<file path="src/hw/rtl/assert_macros.svh">
// assertion macros used by the rtl of the gcr byte codec
// expects a clock named clk and an active-low reset named rst_n in the using module
`ifndef ASSERT_MACROS_SVH
`define ASSERT_MACROS_SVH

// property checked on every rising clk edge outside reset
`define ASSERT_CLK(name, prop, msg) \
    name: assert property (@(posedge clk) disable iff (!rst_n) prop) else $error(msg);

// condition that must never be true outside reset
`define ASSERT_NEVER(name, cond, msg) \
    name: assert property (@(posedge clk) disable iff (!rst_n) !(cond)) else $error(msg);

`endif

</file>
<file path="src/hw/rtl/gcr_pkg.sv">
// package for the gcr byte codec: command codes, result record and code tables
// no dependencies
`default_nettype none

package gcr_pkg;

    localparam logic [1:0] CMD_CLEAR  = 2'd0;
    localparam logic [1:0] CMD_ENCODE = 2'd1;
    localparam logic [1:0] CMD_DECODE = 2'd2;

    localparam logic [7:0] BAD_NIBBLE = 8'hff;

    localparam logic [4:0] ENC_BITS  = 5'd10;
    localparam logic [4:0] DEC_BITS  = 5'd8;
    localparam logic [4:0] BYTE_BITS = 5'd8;

    typedef struct packed {
        logic [7:0] data;
        logic       code_valid;
        logic       last;
        logic       acc_empty;
    } result_t;

    // 4-bit nibble to 5-bit group code
    function automatic logic [4:0] nib_to_code(input logic [3:0] nib);
        logic [4:0] code;
        case (nib)
            4'h0:    code = 5'h0a;
            4'h1:    code = 5'h0b;
            4'h2:    code = 5'h12;
            4'h3:    code = 5'h13;
            4'h4:    code = 5'h0e;
            4'h5:    code = 5'h0f;
            4'h6:    code = 5'h16;
            4'h7:    code = 5'h17;
            4'h8:    code = 5'h09;
            4'h9:    code = 5'h19;
            4'ha:    code = 5'h1a;
            4'hb:    code = 5'h1b;
            4'hc:    code = 5'h0d;
            4'hd:    code = 5'h1d;
            4'he:    code = 5'h1e;
            default: code = 5'h15;
        endcase
        return code;
    endfunction

    // 5-bit group code to nibble, BAD_NIBBLE for codes outside the table
    function automatic logic [7:0] code_to_nib(input logic [4:0] code);
        logic [7:0] nib;
        case (code)
            5'h09:   nib = 8'h08;
            5'h0a:   nib = 8'h00;
            5'h0b:   nib = 8'h01;
            5'h0d:   nib = 8'h0c;
            5'h0e:   nib = 8'h04;
            5'h0f:   nib = 8'h05;
            5'h12:   nib = 8'h02;
            5'h13:   nib = 8'h03;
            5'h15:   nib = 8'h0f;
            5'h16:   nib = 8'h06;
            5'h17:   nib = 8'h07;
            5'h19:   nib = 8'h09;
            5'h1a:   nib = 8'h0a;
            5'h1b:   nib = 8'h0b;
            5'h1d:   nib = 8'h0d;
            5'h1e:   nib = 8'h0e;
            default: nib = BAD_NIBBLE;
        endcase
        return nib;
    endfunction

endpackage

`default_nettype wire

</file>
<file path="src/hw/rtl/gcr_byte_codec.sv">
// gcr byte codec top level: 4-to-5 group code encoder and decoder on one bit accumulator
// depends on gcr_pkg and assert_macros.svh
//
// usage
//   input channel  in_valid / in_ready carries command and data_in; a transfer
//   happens at a rising clk edge with both high. command clear empties the
//   accumulator, encode turns one byte into a 10-bit code and drains every full
//   byte, decode appends one code byte and yields a decoded byte once 10 bits
//   are held. an unused command code is dropped with no effect.
//   output channel out_valid / out_ready carries data_out, code_valid, last and
//   accumulator_empty; last marks the final result of an input transfer.
//   an input waits in the input register, then its results go to the result slots.
//   throughput: one input per cycle while out_ready is high and each input gives
//   at most one result; an input with two results holds the next one back until
//   its first result has left. the limit is the single result register on the
//   output port.
//   no bubble while out_ready stays high: the input register frees as slots drain
//   reset (rst_n low, asynchronous) empties the accumulator and drops all
//   queued results. a stalled receiver holds the current result steady; one
//   more input is taken into the input register and then in_ready falls.
`default_nettype none
`include "assert_macros.svh"

module gcr_byte_codec (
    input  wire logic       clk,
    input  wire logic       rst_n,
    input  wire logic       in_valid,
    output logic            in_ready,
    input  wire logic [1:0] command,
    input  wire logic [7:0] data_in,
    output logic            out_valid,
    input  wire logic       out_ready,
    output logic [7:0]      data_out,
    output logic            code_valid,
    output logic            last,
    output logic            accumulator_empty
);

    // input register
    logic       item_valid_reg;
    logic [1:0] item_cmd_reg;
    logic [7:0] item_data_reg;

    // bit accumulator, oldest bit in bit 0
    logic [15:0] acc_reg, acc_next;
    logic [4:0]  cnt_reg, cnt_next;

    // result slots; slot0 drives the output port
    logic [1:0]        out_cnt_reg, out_cnt_next;
    gcr_pkg::result_t  slot0_reg, slot0_next;
    gcr_pkg::result_t  slot1_reg, slot1_next;

    logic load_ok;
    logic item_move;
    logic out_pop;

    // results of the item in the input register
    logic [1:0]       res_n;
    gcr_pkg::result_t res0, res1;

    logic [9:0]  code10;
    logic [15:0] ins_bits;
    logic [15:0] acc1, acc2;
    logic [4:0]  cnt1, cnt2;
    logic [7:0]  hi_nib, lo_nib;

    // handshake control
    assign load_ok   = (out_cnt_reg == 2'd0) || ((out_cnt_reg == 2'd1) && out_ready);
    assign item_move = item_valid_reg && load_ok;
    assign in_ready  = !item_valid_reg || load_ok;
    assign out_valid = (out_cnt_reg != 2'd0);
    assign out_pop   = out_valid && out_ready;

    assign data_out          = slot0_reg.data;
    assign code_valid        = slot0_reg.code_valid;
    assign last              = slot0_reg.last;
    assign accumulator_empty = slot0_reg.acc_empty;

    // single pass over the accumulator for one item
    always_comb
    begin
        code10   = {gcr_pkg::nib_to_code(item_data_reg[7:4]),
                    gcr_pkg::nib_to_code(item_data_reg[3:0])};
        ins_bits = (item_cmd_reg == gcr_pkg::CMD_ENCODE) ? {6'd0, code10}
                                                          : {8'd0, item_data_reg};
        // bits shifted past bit 15 are dropped while the count keeps them
        acc1     = acc_reg | (ins_bits << cnt_reg);
        cnt1     = cnt_reg + ((item_cmd_reg == gcr_pkg::CMD_ENCODE) ? gcr_pkg::ENC_BITS
                                                                     : gcr_pkg::DEC_BITS);
        acc2     = {8'd0, acc1[15:8]};
        cnt2     = cnt1 - gcr_pkg::BYTE_BITS;
        hi_nib   = gcr_pkg::code_to_nib(acc1[9:5]);
        lo_nib   = gcr_pkg::code_to_nib(acc1[4:0]);

        res_n    = 2'd0;
        res0     = '0;
        res1     = '0;
        acc_next = acc_reg;
        cnt_next = cnt_reg;

        case (item_cmd_reg)
            gcr_pkg::CMD_CLEAR:
            begin
                acc_next = '0;
                cnt_next = '0;
            end
            gcr_pkg::CMD_ENCODE:
            begin
                // at least ten bits are held, so one byte always drains
                res0.data       = acc1[7:0];
                res0.code_valid = 1'b1;
                res0.acc_empty  = (cnt2 == 5'd0);
                if (cnt2 >= gcr_pkg::BYTE_BITS)
                begin
                    res_n           = 2'd2;
                    res0.last       = 1'b0;
                    res1.data       = acc2[7:0];
                    res1.code_valid = 1'b1;
                    res1.last       = 1'b1;
                    res1.acc_empty  = (cnt2 == gcr_pkg::BYTE_BITS);
                    acc_next        = {8'd0, acc2[15:8]};
                    cnt_next        = cnt2 - gcr_pkg::BYTE_BITS;
                end
                else
                begin
                    res_n     = 2'd1;
                    res0.last = 1'b1;
                    acc_next  = acc2;
                    cnt_next  = cnt2;
                end
            end
            gcr_pkg::CMD_DECODE:
            begin
                if (cnt1 >= gcr_pkg::ENC_BITS)
                begin
                    res_n           = 2'd1;
                    // a bad high code leaves 0xf in the top nibble, a bad low code forces 0xff
                    res0.data       = {hi_nib[3:0], 4'd0} | lo_nib;
                    res0.code_valid = (hi_nib != gcr_pkg::BAD_NIBBLE) &&
                                      (lo_nib != gcr_pkg::BAD_NIBBLE);
                    res0.last       = 1'b1;
                    res0.acc_empty  = (cnt1 == gcr_pkg::ENC_BITS);
                    acc_next        = {10'd0, acc1[15:10]};
                    cnt_next        = cnt1 - gcr_pkg::ENC_BITS;
                end
                else
                begin
                    acc_next = acc1;
                    cnt_next = cnt1;
                end
            end
            default:
            begin
                // unused command code: no result, no change
                acc_next = acc_reg;
                cnt_next = cnt_reg;
            end
        endcase
    end

    // result slot update
    always_comb
    begin
        out_cnt_next = out_cnt_reg;
        slot0_next   = slot0_reg;
        slot1_next   = slot1_reg;
        if (item_move)
        begin
            out_cnt_next = res_n;
            slot0_next   = res0;
            slot1_next   = res1;
        end
        else if (out_pop)
        begin
            if (out_cnt_reg == 2'd2)
            begin
                out_cnt_next = 2'd1;
                slot0_next   = slot1_reg;
            end
            else
            begin
                out_cnt_next = 2'd0;
            end
        end
    end

    always_ff @(posedge clk or negedge rst_n)
    begin
        if (!rst_n)
        begin
            item_valid_reg <= 1'b0;
            acc_reg        <= '0;
            cnt_reg        <= '0;
            out_cnt_reg    <= '0;
        end
        else
        begin
            if (in_ready)
            begin
                item_valid_reg <= in_valid;
            end
            if (item_move)
            begin
                acc_reg <= acc_next;
                cnt_reg <= cnt_next;
            end
            out_cnt_reg <= out_cnt_next;
        end
    end

    // payload registers, no reset
    always_ff @(posedge clk)
    begin
        if (in_valid && in_ready)
        begin
            item_cmd_reg  <= command;
            item_data_reg <= data_in;
        end
        slot0_reg <= slot0_next;
        slot1_reg <= slot1_next;
    end

    // checks
    `ASSERT_NEVER(a_cnt_bound, cnt_reg > 5'd9, "held bit count above nine between items")
    `ASSERT_NEVER(a_slot_cnt, out_cnt_reg == 2'd3, "more than two queued results")
    `ASSERT_CLK(a_pair_order, (out_cnt_reg == 2'd2) |-> (!slot0_reg.last && slot1_reg.last),
                "result pair marked out of order")
    `ASSERT_CLK(a_in_taken, (in_valid && in_ready) |=> item_valid_reg, "input transfer lost")
    `ASSERT_CLK(a_pop_pair, (out_cnt_reg == 2'd2 && out_ready) |=> (out_cnt_reg == 2'd1),
                "second result dropped")

endmodule

`default_nettype wire

</file>
<file path="config.mk">
export PLATFORM = sky130hd
export DESIGN_NAME = gcr_byte_codec
export DESIGN_NICKNAME = d
export VERILOG_FILES = /design/src/hw/rtl/gcr_pkg.sv /design/src/hw/rtl/gcr_byte_codec.sv
export VERILOG_INCLUDE_DIRS = /design/src /design/src/hw/rtl
export SDC_FILE = /design/constraint.sdc
export NUM_CORES = 1
export LEC_CHECK = 0
export CAP_MARGIN = 20
export CORE_ASPECT_RATIO = 1.2
export CORE_MARGIN = 10
export CORE_UTILIZATION = 50
export DETAILED_ROUTE_END_ITERATION = 10
export DONT_BUFFER_PORTS = 1
export GPL_ROUTABILITY_DRIVEN = 0
export PLACE_DENSITY = 0.72
export SLEW_MARGIN = 0
export SYNTH_ARGS = -nofsm -noshare
export SYNTH_HDL_FRONTEND = slang
export SYNTH_SLANG_ARGS = --single-unit
</file>
<file path="constraint.sdc">
create_clock -name clk -period 9.4 [get_ports clk]
set_input_delay 1.88 -clock clk [delete_from_list [all_inputs] [get_ports clk]]
set_output_delay 1.88 -clock clk [all_outputs]
set_load 0.05 [all_outputs]
</file>
Word-level counts from Yosys, hierarchy flattened
Memories as Yosys holds them, arrays and structs flattened. A register that Yosys moved wholly into a read port is not among the register bits.
Index checks and enable logic that the tools add are counted.
Storage, ports and cells
  RAM bits: 0
  memory bits (read-only): 672
  logic and storage cells: 76
  register bits: 56
  bits in latches: 0
  bits of input ports: 14
  memories kept: 4
Operators by class
  equality and inequality tests: 8
  reduce and logical (&&, ||, !) cells: 18
  shifts and indexed selects: 1
  divide/modulo/power cells: 0
  order comparisons: 2
  $add $sub $neg: 4
  bitwise gates (word level): 2
  $mul: 0
  mux-type cells: 23
Memories
  (no name shown): depth 32, bits a word 8, rd ports 1, clocked after memory_dff 0, wr ports 0, RTL line gcr_pkg.sv:51  | case (code)
  (no name shown): depth 32, bits a word 8, rd ports 1, clocked after memory_dff 0, wr ports 0, RTL line gcr_pkg.sv:51
  (no name shown): depth 16, bits a word 5, rd ports 1, clocked after memory_dff 1, wr ports 0, RTL line gcr_pkg.sv:27  | case (nib)
  (no name shown): depth 16, bits a word 5, rd ports 1, clocked after memory_dff 1, wr ports 0, RTL line gcr_pkg.sv:27
Operator list (number)
  case mux 16 bit (3 select lines): 1
  two-way mux 11 bit: 4
  case mux 11 bit (2 select lines): 1
  two-way mux 16 bit: 1
  != test 8 bit, second input constant: 2
  bitwise OR 16 bit: 1
  left shift 10 x 5 -> 16 bit: 1
  case mux 5 bit (3 select lines): 1
  subtractor 5 x 4 -> 5 bit, second input constant: 3
  == test 5 x 4 -> 1 bit, second input constant: 2
  >= comparator 5 x 4 -> 1 bit, second input constant: 2
  two-way mux 10 bit: 1
  two-way mux 5 bit: 2
  two-way mux 2 bit: 4
  two-way mux 4 bit: 2
  two-way mux 8 bit: 1
  bitwise OR 8 bit: 1
  AND reduction 2 bit: 3
  nonzero test 2 bit: 3
  adder 5 x 4 -> 5 bit: 1
  logical AND 1 bit: 5
  zero test 5 bit: 1
  == test 2 x 1 -> 1 bit, second input constant: 2
  == test 2 bit, second input constant: 2
  other kinds (7): 11

Logic depth before layout (Yosys ltp)
An unclocked memory read counts as a cell.
  depth after elaboration: 10
  depth in mapped cells: 13
  mapped depth without buffers: 13

Least setup slack after synthesis
No wires, ideal clock.
  path type: input to output
  from: input port out_ready
  to: output port in_ready
  setup slack: 5.072 ns
  stages on the path: 3
  arrival: 2.448 ns
  path buffers: 0
  cell sequence: nand2b_1 > nand2_1 > nand2_1
On the way
  word-level cells in the longest chain between the ends: 3
Ends and longest elaborated chain
  from (decl): RTL line gcr_byte_codec.sv:32  | input wire logic out_ready,
  logical AND 1 bit: RTL line gcr_byte_codec.sv:68  | assign load_ok = (out_cnt_reg == 2'd0) || ((out_cnt_reg == 2'd1) && out_ready);
  logical OR 1 bit: RTL line gcr_byte_codec.sv:68
  logical OR 1 bit: RTL line gcr_byte_codec.sv:70  | assign in_ready = !item_valid_reg || load_ok;
  to (decl): RTL line gcr_byte_codec.sv:28  | output logic in_ready,
No other way between the ends.

Worst setup path after layout
Same ends and word-level chain as after synthesis.

==> report_table.html <==
<table>
<tr><th>Metric</th><th>Value</th></tr>
<tr><th colspan="2">Final layout</th></tr>
<tr><td>Count of fill cells added during filler insertion</td><td>631</td></tr>
<tr><td>Max FFs per register</td><td>16</td></tr>
<tr><td>Share of layout cells above drive strength 1</td><td>0.112</td></tr>
<tr><td>NumNets Final</td><td>410</td></tr>
<tr><td>FF+latch area</td><td>1710 um^2</td></tr>
<tr><td>Multi-input gate area in the final layout</td><td>1950 um^2</td></tr>
<tr><td>Number of antenna repair diodes</td><td>0</td></tr>
<tr><td>Fraction of the core area covered by cells at the end of the flow</td><td>0.559</td></tr>
<tr><td>Post-synthesis to final-layout area growth</td><td>7.70%</td></tr>
<tr><th colspan="2">Worst setup path</th></tr>
<tr><td>Most frequent cell on the critical path</td><td>sky130_fd_sc_hd__nand2_1</td></tr>
<tr><td>WP data required</td><td>7.52 ns</td></tr>
<tr><td>Kind of start point of the critical path</td><td>primary input</td></tr>
<tr><td>Highest-delay cell along the critical path</td><td>sky130_fd_sc_hd__nand2_1</td></tr>
<tr><td>Arrival time of data at the critical path endpoint</td><td>2.52 ns</td></tr>
<tr><td>Biggest fanout along the worst timing path</td><td>5</td></tr>
<tr><td>Crit-path max cell delay</td><td>0.46 ns</td></tr>
<tr><td>Endpoint type of the worst setup path</td><td>primary output</td></tr>
<tr><td>Source of the worst register-to-register timing path</td><td>item_cmd_reg[1]$_DFFE_PP_</td></tr>
<tr><td>R2R depth</td><td>15</td></tr>
<tr><td>Worst-case register-to-register setup slack</td><td>5.73 ns</td></tr>
<tr><td>Reg-to-Reg End</td><td>data_out[7]$_DFFE_PP_</td></tr>
<tr><td>Critical-path cell list</td><td>nand2b_1 &gt; nand2_1 &gt; nand2_1</td></tr>
<tr><td>Kind of critical path</td><td>primary input to primary output</td></tr>
<tr><th colspan="2">Drt</th></tr>
<tr><td>Routed vias</td><td>2959</td></tr>
<tr><td>Remaining number of nets flagged by the antenna check after routing</td><td>0</td></tr>
<tr><td>Vias/cell</td><td>6.24</td></tr>
<tr><td>Total Routed Length</td><td>8.96 mm</td></tr>
<tr><td>Residual DRC</td><td>0</td></tr>
<tr><td>Routed len/inst</td><td>18.9 um</td></tr>
<tr><td>First-pass DRT Iterations</td><td>5</td></tr>
<tr><td>1st-iter DRT viols</td><td>163</td></tr>
<tr><th colspan="2">Synthesis</th></tr>
<tr><td>Cell area after synthesis</td><td>3820 um^2</td></tr>
<tr><td>Unique cell type count in the Yosys netlist</td><td>61</td></tr>
<tr><td>Number of synthesized flops with an enable pin</td><td>31</td></tr>
<tr><td>Top FF cell, synth</td><td>sky130_fd_sc_hd__edfxtp_1</td></tr>
<tr><td>Average instance area after synthesis</td><td>9.92 um^2</td></tr>
<tr><td>Net count after synthesis</td><td>416</td></tr>
<tr><td>Synth async-reset ratio</td><td>0.359</td></tr>
<tr><td>Yosys warning total</td><td>0</td></tr>
<tr><td>Synthesized instance count</td><td>385</td></tr>
<tr><td>Number of flip-flops and latches in the synthesized netlist</td><td>64</td></tr>
<tr><td>Sequential element share of the synthesized area</td><td>0.447</td></tr>
<tr><th colspan="2">Global route</th></tr>
<tr><td>Number of global-route vias before repair</td><td>2948</td></tr>
<tr><td>First-pass GRT wire length</td><td>14.7 mm</td></tr>
<tr><td>Antenna violations before repair</td><td>0</td></tr>
<tr><td>Total gr overflow</td><td>0</td></tr>
<tr><td>Total global-route track usage</td><td>0.158</td></tr>
<tr><td>Maximum number of pins on one net before global-route repair</td><td>34</td></tr>
<tr><th colspan="2">Pwr</th></tr>
<tr><td>Power density cells</td><td>392 nW/um^2</td></tr>
<tr><td>Final total power</td><td>1.61 mW</td></tr>
<tr><td>Internal power</td><td>862 uW</td></tr>
<tr><td>Register share of total power</td><td>0.326</td></tr>
<tr><td>Part of the power in combinational logic</td><td>0.488</td></tr>
<tr><td>Switch Pwr</td><td>751 uW</td></tr>
<tr><td>Clock power share</td><td>0.186</td></tr>
<tr><td>Static leakage</td><td>1.66 nW</td></tr>
<tr><td>Sw Ratio</td><td>0.465</td></tr>
<tr><td>Worst ir drop on vdd</td><td>0.189 mV</td></tr>
<tr><th colspan="2">Clock network</th></tr>
<tr><td>Number of sinks handled by clock tree synthesis</td><td>64</td></tr>
<tr><td>Number of buffers added by the clock tree synthesis step</td><td>9</td></tr>
<tr><td>CTS tree</td><td>done</td></tr>
<tr><td>H-tree level count</td><td>3</td></tr>
<tr><td>Number of buffers inserted by post-CTS setup repair</td><td>0</td></tr>
<tr><td>Clk slew on worst S/H paths</td><td>0.07 ns</td></tr>
<tr><td>Number of hold buffers added after cts</td><td>0</td></tr>
<tr><td>Clock Root Buffer</td><td>sky130_fd_sc_hd__clkbuf_8</td></tr>
<tr><td>Latest clock arrival within the worst-skew pair</td><td>0.35 ns</td></tr>
<tr><td>Resize count post-CTS</td><td>0</td></tr>
<tr><td>CTS Buffer Depth</td><td>2</td></tr>
<tr><th colspan="2">Status</th></tr>
<tr><td>Outcome</td><td>completed</td></tr>
<tr><th colspan="2">Run</th></tr>
<tr><td>Number of max-cap violations</td><td>0</td></tr>
<tr><th colspan="2">STA</th></tr>
<tr><td>Number of failing hold endpoints at the final stage</td><td>0</td></tr>
<tr><td>Total negative setup slack</td><td>0 ns</td></tr>
<tr><td>Final cycle utilization of the critical path</td><td>0.468</td></tr>
<tr><td>Crit path time final</td><td>4.40 ns</td></tr>
<tr><td>Worst-margin pin slew</td><td>0.725 ns</td></tr>
<tr><td>Final setup viols</td><td>0</td></tr>
<tr><td>Max Freq</td><td>0.227 GHz</td></tr>
<tr><td>Final-report max-slew violation count</td><td>0</td></tr>
<tr><td>Clock Skews</td><td>0.0110 ns</td></tr>
<tr><td>Worst slew margin</td><td>0.515</td></tr>
<tr><td>Unrepaired setup endpoints after global routing</td><td>no</td></tr>
<tr><th colspan="2">Worst hold path</th></tr>
<tr><td>Number of stages on the worst hold path</td><td>2</td></tr>
<tr><td>End of the worst hold path</td><td>acc_reg[10]$_DFFE_PN0P_</td></tr>
<tr><td>Min-Delay Path Class</td><td>flop to flop</td></tr>
<tr><td>Hold wc startpoint</td><td>acc_reg[10]$_DFFE_PN0P_</td></tr>
<tr><th colspan="2">Placement</th></tr>
<tr><td>Number of buffer cells added on primary ports</td><td>0</td></tr>
<tr><td>DP HPWL</td><td>6.63 mm</td></tr>
<tr><th colspan="2">Floorplan</th></tr>
<tr><td>Area inside the core boundary</td><td>7360 um^2</td></tr>
<tr><td>Cell row count</td><td>34</td></tr>
<tr><td>Die W</td><td>99.8 um</td></tr>
<tr><td>Die area</td><td>11500 um^2</td></tr>
<tr><td>Effective utilization at floorplan</td><td>0.519</td></tr>
<tr><td>IO Count</td><td>27</td></tr>
<tr><td>Vert. Die Dim</td><td>116 um</td></tr>
</table>
[how the worst max path moves through the flow]
stage               cells after the start       end  slack, ns      start
finish                                  3  in_ready       5.00  out_ready
global route                            3  in_ready       4.97  out_ready
CTS                                     3  in_ready       5.00  out_ready
detailed placement                      3  in_ready       5.00  out_ready
global placement                        3  in_ready       5.00  out_ready
floorplan                               3  in_ready       5.07  out_ready
[per-layer routing]
| metal | vias up | global-route usage | part of all wire |
|---|---|---|---|
| li1 | 1423 | - | - |
| met5 | - | 0 | 0 |
| met1 | 1419 | 0.179 | 0.42 |
| met3 | 25 | 0.0345 | 0.053 |
| met2 | 92 | 0.270 | 0.50 |
| met4 | 0 | 0.0900 | 0.033 |
[metrics by stage]
step | cells | hold slack [ns] | setup slack [ns] | instance area (um^2)
2_1_floorplan | 385 | 0.451 | 5.07 | 3820
3_3_place_gp | 458 | 0.465 | 5.00 | 3860
3_5_place_dp | 458 | 0.472 | 5.00 | 3860
4_1_cts | 474 | 0.487 | 5.00 | 4110
5_1_grt | 474 | 0.511 | 4.97 | 4110
6_report | 474 | 0.483 | 5.00 | 4110
[cells in the mapped netlist (all sizes together) (2+ instances only)]
cell / n / share of area
dfrtp: 23 / 0.15
a221o: 12 / 0.031
dfxtp: 10 / 0.052
a22o: 3 / 0.0069
a21o: 3 / 0.0059
o22ai: 7 / 0.011
and2: 2 / 0.0033
o221ai: 2 / 0.0046
nand3: 9 / 0.012
o31ai: 2 / 0.0039
o21ai: 29 / 0.038
nor4: 3 / 0.0066
nor2: 27 / 0.027
a21oi: 29 / 0.039
ha: 17 / 0.056
xnor2: 5 / 0.011
a22oi: 5 / 0.0098
a31oi: 6 / 0.0098
nor3: 6 / 0.0079
mux4: 4 / 0.024
nand2: 43 / 0.042
nor2b: 4 / 0.0066
nand2b: 6 / 0.0098
nor4b: 2 / 0.0062
o2bb2ai: 2 / 0.0046
nand3b: 2 / 0.0039
o21bai: 2 / 0.0039
buf: 9 / 0.013
inv: 19 / 0.019
a221oi: 4 / 0.012
mux2i: 13 / 0.034
edfxtp: 31 / 0.24
mux2: 11 / 0.032
clkbuf: 10 / 0.0098
o31a: 2 / 0.0046
or2: 5 / 0.0082
[worst max-delay path, delay by kind of cell]
kind	cells	cell delay, ns
simple gates	3	0.64
[final cells by class]
type / count / area share
multi-input combinational: 283 / 0.475
sequential: 64 / 0.415
clock buffer: 10 / 0.0335
clock inverter: 6 / 0.0280
tap: 90 / 0.0274
inverter: 19 / 0.0173
timing repair buffer: 2 / 0.00365
[layout by cell type, fill, tap and decap left out, types with 5 or more instances in the layout]
cell / n
sky130_fd_sc_hd__o21ai_0: 29
sky130_fd_sc_hd__clkbuf_8: 10
sky130_fd_sc_hd__nor2_1: 27
sky130_fd_sc_hd__a22oi_1: 5
sky130_fd_sc_hd__dfrtp_1: 23
sky130_fd_sc_hd__a31oi_1: 6
sky130_fd_sc_hd__dfxtp_1: 10
sky130_fd_sc_hd__a221o_1: 12
sky130_fd_sc_hd__xnor2_1: 5
sky130_fd_sc_hd__mux2_2: 10
sky130_fd_sc_hd__mux2i_1: 13
sky130_fd_sc_hd__inv_1: 17
sky130_fd_sc_hd__ha_1: 17
sky130_fd_sc_hd__nand2b_1: 6
sky130_fd_sc_hd__a21oi_1: 28
sky130_fd_sc_hd__nand2_1: 43
sky130_fd_sc_hd__nor3_1: 6
sky130_fd_sc_hd__o22ai_1: 7
sky130_fd_sc_hd__nand3_1: 9
sky130_fd_sc_hd__edfxtp_1: 31
[kinds of logic after synthesis]
group                    Yosys count  share of synthesized area
XOR/XNOR                           6                     0.0138
multiplexers                      28                     0.0901
adder cells (fa/ha/maj)           17                     0.0557
AO/OA/AOI/OAI                    118                      0.210
buffers and inverters             38                     0.0413
AND/OR/NAND/NOR                  114                      0.142
flip-flops                        64                      0.447
[power groups by stage]
stage	clock [mW]	combinational, mW	sequential, mW
global placement	0	0.755	0.530
finish	0.300	0.787	0.526
CTS	0.302	0.776	0.527
global route	0.315	0.872	0.538
detailed placement	0	0.772	0.533
floorplan	0	0.647	0.486
Note: power is estimated with default switching activity, not from simulation.
